==> config.mk <==
export PLATFORM = sky130hd
export DESIGN_NAME = lav_front
export DESIGN_NICKNAME = d
export VERILOG_FILES = /design/src/hdl/lav_pkg.sv /design/src/hdl/lav_front.sv
export SDC_FILE = /design/constraint.sdc
export NUM_CORES = 1
export LEC_CHECK = 0
export CAP_MARGIN = 20
export CORE_MARGIN = 8
export CORE_UTILIZATION = 50
export DETAILED_ROUTE_END_ITERATION = 10
export DONT_BUFFER_PORTS = 1
export PLACE_DENSITY = 0.62
export SKIP_LAST_GASP = 1
export SYNTH_ARGS = -nofsm -noshare
export SYNTH_HDL_FRONTEND = slang
export SYNTH_SLANG_ARGS = --single-unit
==> constraint.sdc <==
create_clock -name clk_i -period 15.5 [get_ports clk_i]
set_input_delay 0.775 -clock clk_i [delete_from_list [all_inputs] [get_ports clk_i]]
set_output_delay 0.775 -clock clk_i [all_outputs]
set_load 0.05 [all_outputs]
==> src/hdl/lav_pkg.sv <==
// shared types and constants for the look-at view matrix block
`timescale 1ns / 1ps
package lav_pkg;

  localparam int unsigned QW = 32;
  localparam logic signed [QW-1:0] ONE_Q16 = 32'sd65536;
  localparam logic [1:0] ROW_LAST = 2'd3;

  // one accepted item as held in the queue between front and back
  typedef struct packed {
    logic signed [QW-1:0] eye_x;
    logic signed [QW-1:0] eye_y;
    logic signed [QW-1:0] eye_z;
    logic signed [QW:0]   diff_x;
    logic signed [QW:0]   diff_y;
    logic signed [QW:0]   diff_z;
    logic signed [QW-1:0] up_x;
    logic signed [QW-1:0] up_y;
    logic signed [QW-1:0] up_z;
  } lav_item_t;

  // one result row
  typedef struct packed {
    logic [1:0]           row_index;
    logic signed [QW-1:0] c0;
    logic signed [QW-1:0] c1;
    logic signed [QW-1:0] c2;
    logic signed [QW-1:0] c3;
    logic                 degenerate;
    logic                 last_row;
  } lav_row_t;

endpackage

==> src/hdl/lav_front.sv <==
// front end: accepts an item, forms eye minus target, and queues it
`timescale 1ns / 1ps
module lav_front (
  input  logic                 clk_i,
  input  logic                 rst_ni,
  input  logic                 valid_i,
  output logic                 ready_o,
  input  logic signed [31:0]   eye_x_i,
  input  logic signed [31:0]   eye_y_i,
  input  logic signed [31:0]   eye_z_i,
  input  logic signed [31:0]   target_x_i,
  input  logic signed [31:0]   target_y_i,
  input  logic signed [31:0]   target_z_i,
  input  logic signed [31:0]   upward_x_i,
  input  logic signed [31:0]   upward_y_i,
  input  logic signed [31:0]   upward_z_i,
  output logic                 q_valid_o,
  input  logic                 q_ready_i,
  output lav_pkg::lav_item_t   q_item_o
);

  lav_pkg::lav_item_t mem_q [2];
  logic       wp_q, rp_q;
  logic [1:0] cnt_q;
  lav_pkg::lav_item_t item_d;
  logic push, pop;

  // difference vector formed at entry
  always_comb begin
    item_d.eye_x  = eye_x_i;
    item_d.eye_y  = eye_y_i;
    item_d.eye_z  = eye_z_i;
    item_d.diff_x = 33'(eye_x_i) - 33'(target_x_i);
    item_d.diff_y = 33'(eye_y_i) - 33'(target_y_i);
    item_d.diff_z = 33'(eye_z_i) - 33'(target_z_i);
    item_d.up_x   = upward_x_i;
    item_d.up_y   = upward_y_i;
    item_d.up_z   = upward_z_i;
  end

  assign ready_o   = (cnt_q != 2'd2);
  assign q_valid_o = (cnt_q != 2'd0);
  assign q_item_o  = mem_q[rp_q];
  assign push      = valid_i && ready_o;
  assign pop       = q_valid_o && q_ready_i;

  // two-entry queue storage
  always_ff @(posedge clk_i) begin
    if (push) begin
      mem_q[wp_q] <= item_d;
    end
  end

  // queue pointers
  always_ff @(posedge clk_i or negedge rst_ni) begin
    if (!rst_ni) begin
      wp_q  <= 1'b0;
      rp_q  <= 1'b0;
      cnt_q <= 2'd0;
    end else begin
      if (push) wp_q <= ~wp_q;
      if (pop)  rp_q <= ~rp_q;
      cnt_q <= cnt_q + 2'(push) - 2'(pop);
    end
  end

endmodule

# Word-level counts from Yosys, hierarchy flattened
# Memories as Yosys holds them, arrays and structs flattened.
# Index checks and enable logic that the tools add are counted.
# totals
register_bits,4
latchBits,0
ramBits,582
rom_bits,0
in_bits,292
out_inout_bits,293
wordCells,17
mem_count,1
# mem_list
memory,depth,word_bits,read_ports,rd_clocked_by_memory_dff,wr,line,source
mem_q,2,291,1,0,1,lav_front.sv:22,lav_pkg::lav_item_t mem_q [2];
# op_classes
add_sub_neg,5
mul,0
div,0
n_lt_le_gt_ge,0
eq_ne,1
shift,0
muxes,2
bitwise,2
reduce_logical,3
# op_table
cell,count
$sub A32 B32 Y33,3
$add A2 B1 Y2,1
$logic_and A1 B1 Y1,2
$mux W1,2
$ne A2 B2 Y1 const B,1
$not A1 Y1,2
$reduce_bool A2 Y1,1
$sub A2 B1 Y2,1

# Depth between registers and ports, before layout
# Gate-level depths: netlist of the first run.
# depth
ltp_word,4
mapped_depth,11
depth_no_buf,11

# Worst setup path before layout of the first run
# OpenSTA, ideal clock, no wires.
# synth_timing
kind,register to register
from,register cnt_q[0]
to,memory mem_q[0][0] in the netlist's numbering (enable)
setup_ns,0.950
t_arrival_ns,13.075
t_required_ns,14.550
path_slack_ns,1.474
stages_incl_launch_ff,4
n_path_buf,0
synth_period_minus_slack_ns,14.026
cell_sequence,dfrtp_1 > nand2b_1 > nand2_1 > nor2_1
# synth_via
elab_chain_len,4
# synth_rtl
element,line,source
"start, declared",lav_front.sv:24,logic [1:0] cnt_q;
"start signal, assigned",lav_front.sv:63,cnt_q <= cnt_q + 2'(push) - 2'(pop);
$ne A2 B2 Y1,lav_front.sv:41,assign ready_o = (cnt_q != 2'd2);
via ready_o,lav_front.sv:7,"output logic ready_o,"
$logic_and A1 B1 Y1,lav_front.sv:44,assign push = valid_i && ready_o;
$mux W1,lav_front.sv:49,if (push) begin
$mux W1 (implied by the code),lav_front.sv:50,mem_q[wp_q] <= item_d;
"end, declared",lav_front.sv:22,
# The timed path passes the listed nets, and every way through them passes these cells.

==> results of run 1 <==
worst max-delay path, cell delays in order, from the launching register on:
cell     delay, ps
dfrtp_4       1050
buf_4          920
mux2_2         580
state kept, by name, summed over array words and instances, names as in the netlist:
name	cells
rp_q	1
wp_q	1
cnt_q	2
mem_q	582
power by group:
part / internal (uW) / switching [uW]
sequential: 2210 / 104
clock: 827 / 589
combinational: 525 / 2020
routing by layer:
layer  GRT usage (%)  up-vias
li1                -     6663
met1            23.7     7123
met2            35.1      541
met3            10.3       81
met4            5.42        2
met5               0        -
layout by cell type (no fill, tap or decap), types with 32 or more instances in the layout:
cell,synthesis,routed
nor2_1,41,40
clkbuf_16,0,60
xor2_1,32,32
mux2_2,291,291
nand2_1,66,66
o21ai_0,44,44
ha_1,98,98
a21o_1,36,36
edfxtp_1,582,582
a21oi_1,90,90
xnor2_1,56,56
inv_1,125,125
path summary, 6_finish.rpt:
check	startpoint	endpoint	slack, ps	cells after the start
setup reg to reg	cnt_q[0]	mem_q[0][183]	11670	5
hold reg to reg	cnt_q[1]	cnt_q[1]	490	1
setup / recovery	rp_q	q_item_o[105]	11520	2
hold / removal	eye_z_i[21]	mem_q[0][216]	260	0
min in group asynchronous	rst_ni	rp_q	450	1
max in group asynchronous	rst_ni	rp_q	14840	1
final cells by class:
cell class	count	area, um^2
Tap cell	688	861
Clock buffer	66	1520
Inverter	125	469
Multi-Input combinational cell	976	8270
Timing Repair Buffer	13	120
Sequential cell	586	17600
Antenna cell	3	7.51
Clock inverter	43	432
Fill cell	4173	23300
metrics by stage:
stage	cell area, um^2	util (%)	power [uW]	hold WS, ps	setup WS (ps)
floorplan	26600	-	4650	460	1470
global placement	27300	51.9	4900	480	11670
detailed placement	27300	51.9	4920	480	11630
CTS	29200	55.6	6360	215	11310
global route	29300	55.7	6520	217	11320
finish	29300	55.7	6280	259	11520
what timing repair did:
action | in CTS | in global routing
hold buffers | 1 | 0
endpoints found under the hold margin | 4 | 0
gates resized for setup | 0 | 0
endpoints found under the setup margin | 0 | 0
logic make-up (layout without fill, tap and decap cells):
logic type | count (synthesis) | count (layout) | synth area share, %
adders and majority gates | 101 | 101 | 4.84
muxes | 292 | 292 | 12.4
DFF | 586 | 586 | 66.1
AOI/OAI and AO/OA | 284 | 284 | 7.06
and+or+nand+nor | 211 | 211 | 3.89
other | 0 | 3 | 0
xor gates and xnor gates | 88 | 88 | 2.90
buffers and inverters | 181 | 247 | 2.80
==> qor.yml, run 1 <==
cts_tree: "done"
placed_cells: 2386
setup_tns_ps: 0
leakage_uw: 0.0104
grt_pass1_wl_um: 95500
overflow: 0
met3_length_um: 8250
synthArstFlopShare_pct: 0.683
worstHoldPathType: "input port to flip-flop"
die_h_um: 247
vdd.ir_drop.worst_v: 0.000139
routabilityCongestion: 0.883
syn_to_final_growth_pct: 10.1
die_x_um: 247
tightest_slew_ps: 1060
yosysMostFrequentCell: "edfxtp_1"
hpwl_um: 49400
worst_clock_skew_ps: 8.55
wl_met1_um: 24200
cp.arrival_ps: 3200
drt-initial-drc-count: 987
wl_met2_um: 32300
worstSetupPathType: "flip-flop to primary output"
setup_violations: 0
finalNetCount: 2155
row_count: 84
yosys-top-cells-count: "edfxtp_1, mux2_2, inv_1"
maxCapViolations: 0
post-cts-setup-buffers: 0
synth-seq-cells: 586
clockBufferDepth: 3
clk_pin_slew_ps: 60
via_count: 14400
synth_edf_count: 582
cts.sinks: 586
stdcell_count: 2500
viasPerCell: 5.76
fmax_ghz: 0.251
drc: 0
power.density_nw_per_um2: 215
ys_warn_count: 0
clkLatencyLatePin_ps: 610
post-route-period-util_pct: 25.7
antenna_found_initial: 3
io_buffers: 0
slew-limit-headroom_pct: 29.0
syn_nets: 2136
startpoint_type: "flip-flop"
worstSetupEndpointType: "primary output"
top_layer: "met5"
layout-drive-gt1-share_pct: 23.7
track_usage_pct: 20.9
synth_area_um2: 26600
synth_cell_types: 77
post_synth.cell_area_avg_um2: 15.2
crit_fanout: 72
status: "finished clean"
ys.flop_type: "edfxtp_1"
h-tree-depth: 2
worst_ep_required_time_ps: 14730
ios: 585
synth_top_area_cell: "edfxtp_1"
ys_top_cells_by_area: "edfxtp_1, mux2_2, ha_1, xnor2_1, inv_1"
firstDrtPassIters: 5
core_um2: 52600
ant_nets: 0
wl_um: 66200
dieArea_um2: 60800
finalCriticalPeriod_ps: 3980
cts_root_buf: "clkbuf_16"
grt_start_max_net_pins: 79
initial_core_util_pct: 50.6
syn_inst: 1743
finalHoldViolCount: 0
numCtsBuffers: 60
drv_slew: 0
grt_pass1_vias: 14600
seq_area_frac_synth_pct: 66.1
wire_per_inst_um: 26.5
synth_top_area_share_pct: 65.8
rsz0062_at_grt: "no"
(Power assumes the default switching activity.)
==> run 2: changes to the inputs <==
Clock period 15.5 ns to 4.07 ns, I/O delays scaled along.
==> run 2 against run 1 <==
Against the previous run: via count up 7.7%; global-route usage up 1.0 points; non-clock buffer count up 212; clock skew up 20 ps; clock-buffer cell count up 2; combinational power rose to 4.0 times the previous value; utilization up 4.4 points; critical path depth up 10; worst setup slack worse by 10000 ps; critical endpoint is now mem_q[0][128].
==> qor.yml, run 2 (synthesis results as in run 1) <==
track_usage_pct: 21.9
syn_to_final_growth_pct: 18.8
die_h_um: 247
dieArea_um2: 60800
numCtsBuffers: 60
clkLatencyLatePin_ps: 620
wire_per_inst_um: 25.8
fill_cells: 3947
setup_violations: 0
status: "finished clean"
grt_pass1_wl_um: 101000
finalNetCount: 2367
dp_slack_ps: 1210
rsz0062_at_grt: "no"
row_count: 84
top_register: "mem_q"
setup_ws_ps: 1060
crit_fanout: 4
ios: 585
ant_nets: 0
die_x_um: 247
layout_common_cells: "edfxtp_1, mux2_2, dlygate4sd3_1"
viasPerCell: 5.71
overflow: 0
antenna_found_initial: 5
finalHoldViolCount: 0
worstSetupPathType: "input port to flip-flop"
grt_pass1_vias: 15700
cp_common_cell: "o21ai_0"
cts_tree: "done"
drc: 0
drv_slew: 0
clockBufferDepth: 3
startpoint_type: "input port"
cts_resized: 0
largest_reg_flops: 582
final_common_cell: "edfxtp_1"
cp.arrival_ps: 3350
post-route-period-util_pct: 73.8
via_count: 15500
worst_clock_skew_ps: 28.4
hpwl_um: 50600
maxCapViolations: 0
layout-drive-gt1-share_pct: 21.7
worstSetupEndpointType: "flip-flop"
worst_ep_required_time_ps: 4410
fmax_ghz: 0.333
power.density_nw_per_um2: 777
setup_tns_ps: 0
wl_um: 70000
initial_core_util_pct: 50.6
slew-limit-headroom_pct: 39.2
crit_slowest_cell: "dlygate4sd3_1"
critPathTopFamily: "compound AO/OA/AOI/OAI gates"
clk_pin_slew_ps: 60
firstDrtPassIters: 5
reg_top3: "mem_q (582), cnt_q (2)"
cts.sinks: 586
tightest_slew_ps: 912
drt-initial-drc-count: 1112
finalCriticalPeriod_ps: 3010
cts_root_buf: "clkbuf_16"
core_um2: 52600
cpPeakStageDelay_ps: 620
grt_start_max_net_pins: 66
routabilityCongestion: 0.886
worstHoldPathType: "input port to flip-flop"
vdd.ir_drop.worst_v: 0.000528
crit_chain: "dlygate4sd3_1 -> inv_1 -> ha_1 -> fa_1 -> nor2b_1 -> o21ai_0 -> a21oi_1 -> o21ai_1 -> a31oi_2 -> a41oi_1 -> o2111ai_1 -> o21ai_0"
leakage_uw: 0.0114
io_buffers: 0
path_buf_inv: 2
h-tree-depth: 2
run 2: cell types whose count changed in the layout (fill, tap and decap cells not counted), sizes merged:
cell,delta
clkbuf,+2
clkinv,-1
bufinv,+1
dlygate4sd3,+201
diode,+2
buf,+11
run 2: through the flow:
step	util, %	cells	hold WS [ps]	power [uW]	cell area, um^2
6_report	60.1	2716	40.3	24500	31600
5_1_grt	60.1	2715	16.5	25400	31600
4_1_cts	60.0	2711	1.90	24800	31600
3_5_place_dp	52.4	2398	-91.6	19000	27500
3_3_place_gp	52.4	2398	-91.7	18900	27500
2_1_floorplan	-	1743	-92.1	17300	26600
run 2: final timing paths:
path                            start             to  slack [ps]  cells past startpoint
max reg2reg                  cnt_q[1]  mem_q[0][117]        1830                      4
min reg2reg                  cnt_q[0]       cnt_q[0]         540                      1
min                        eye_x_i[5]  mem_q[0][167]          40                      2
min in group asynchronous      rst_ni           wp_q         470                      2
max                        eye_z_i[0]  mem_q[0][128]        1060                     12
max in group asynchronous      rst_ni           rp_q        3380                      2
run 2: layer usage:
layer	vias to the layer above	wire (um)	global-route usage (%)
met5	-	10	0
met4	2	1520	5.59
met3	101	6370	7.56
met2	561	35300	38.0
met1	7767	26900	26.0
li1	7086	-	-
run 2: area by class of cell:
| cell class | instances | area, um^2 | area share [%] |
|---|---|---|---|
| Antenna cell | 5 | 12.5 | 0.0396 |
| Clock buffer | 68 | 1530 | 4.85 |
| Clock inverter | 43 | 455 | 1.44 |
| Inverter | 125 | 469 | 1.49 |
| Multi-Input combinational cell | 976 | 8280 | 26.2 |
| Sequential cell | 586 | 17600 | 55.7 |
| Tap cell | 688 | 861 | 2.73 |
| Timing Repair Buffer | 225 | 2370 | 7.51 |
run 2: report_power, final:
part	internal, uW	switching (uW)
Clock	3220	2290
Combinational	2310	7900
Sequential	8400	403
Total	13900	10600
run 2: repair_timing:
action                                 in CTS  in global routing
endpoints found under the hold margin     424                  0
buffers inserted                            0                  0
hold buffers                              202                  0
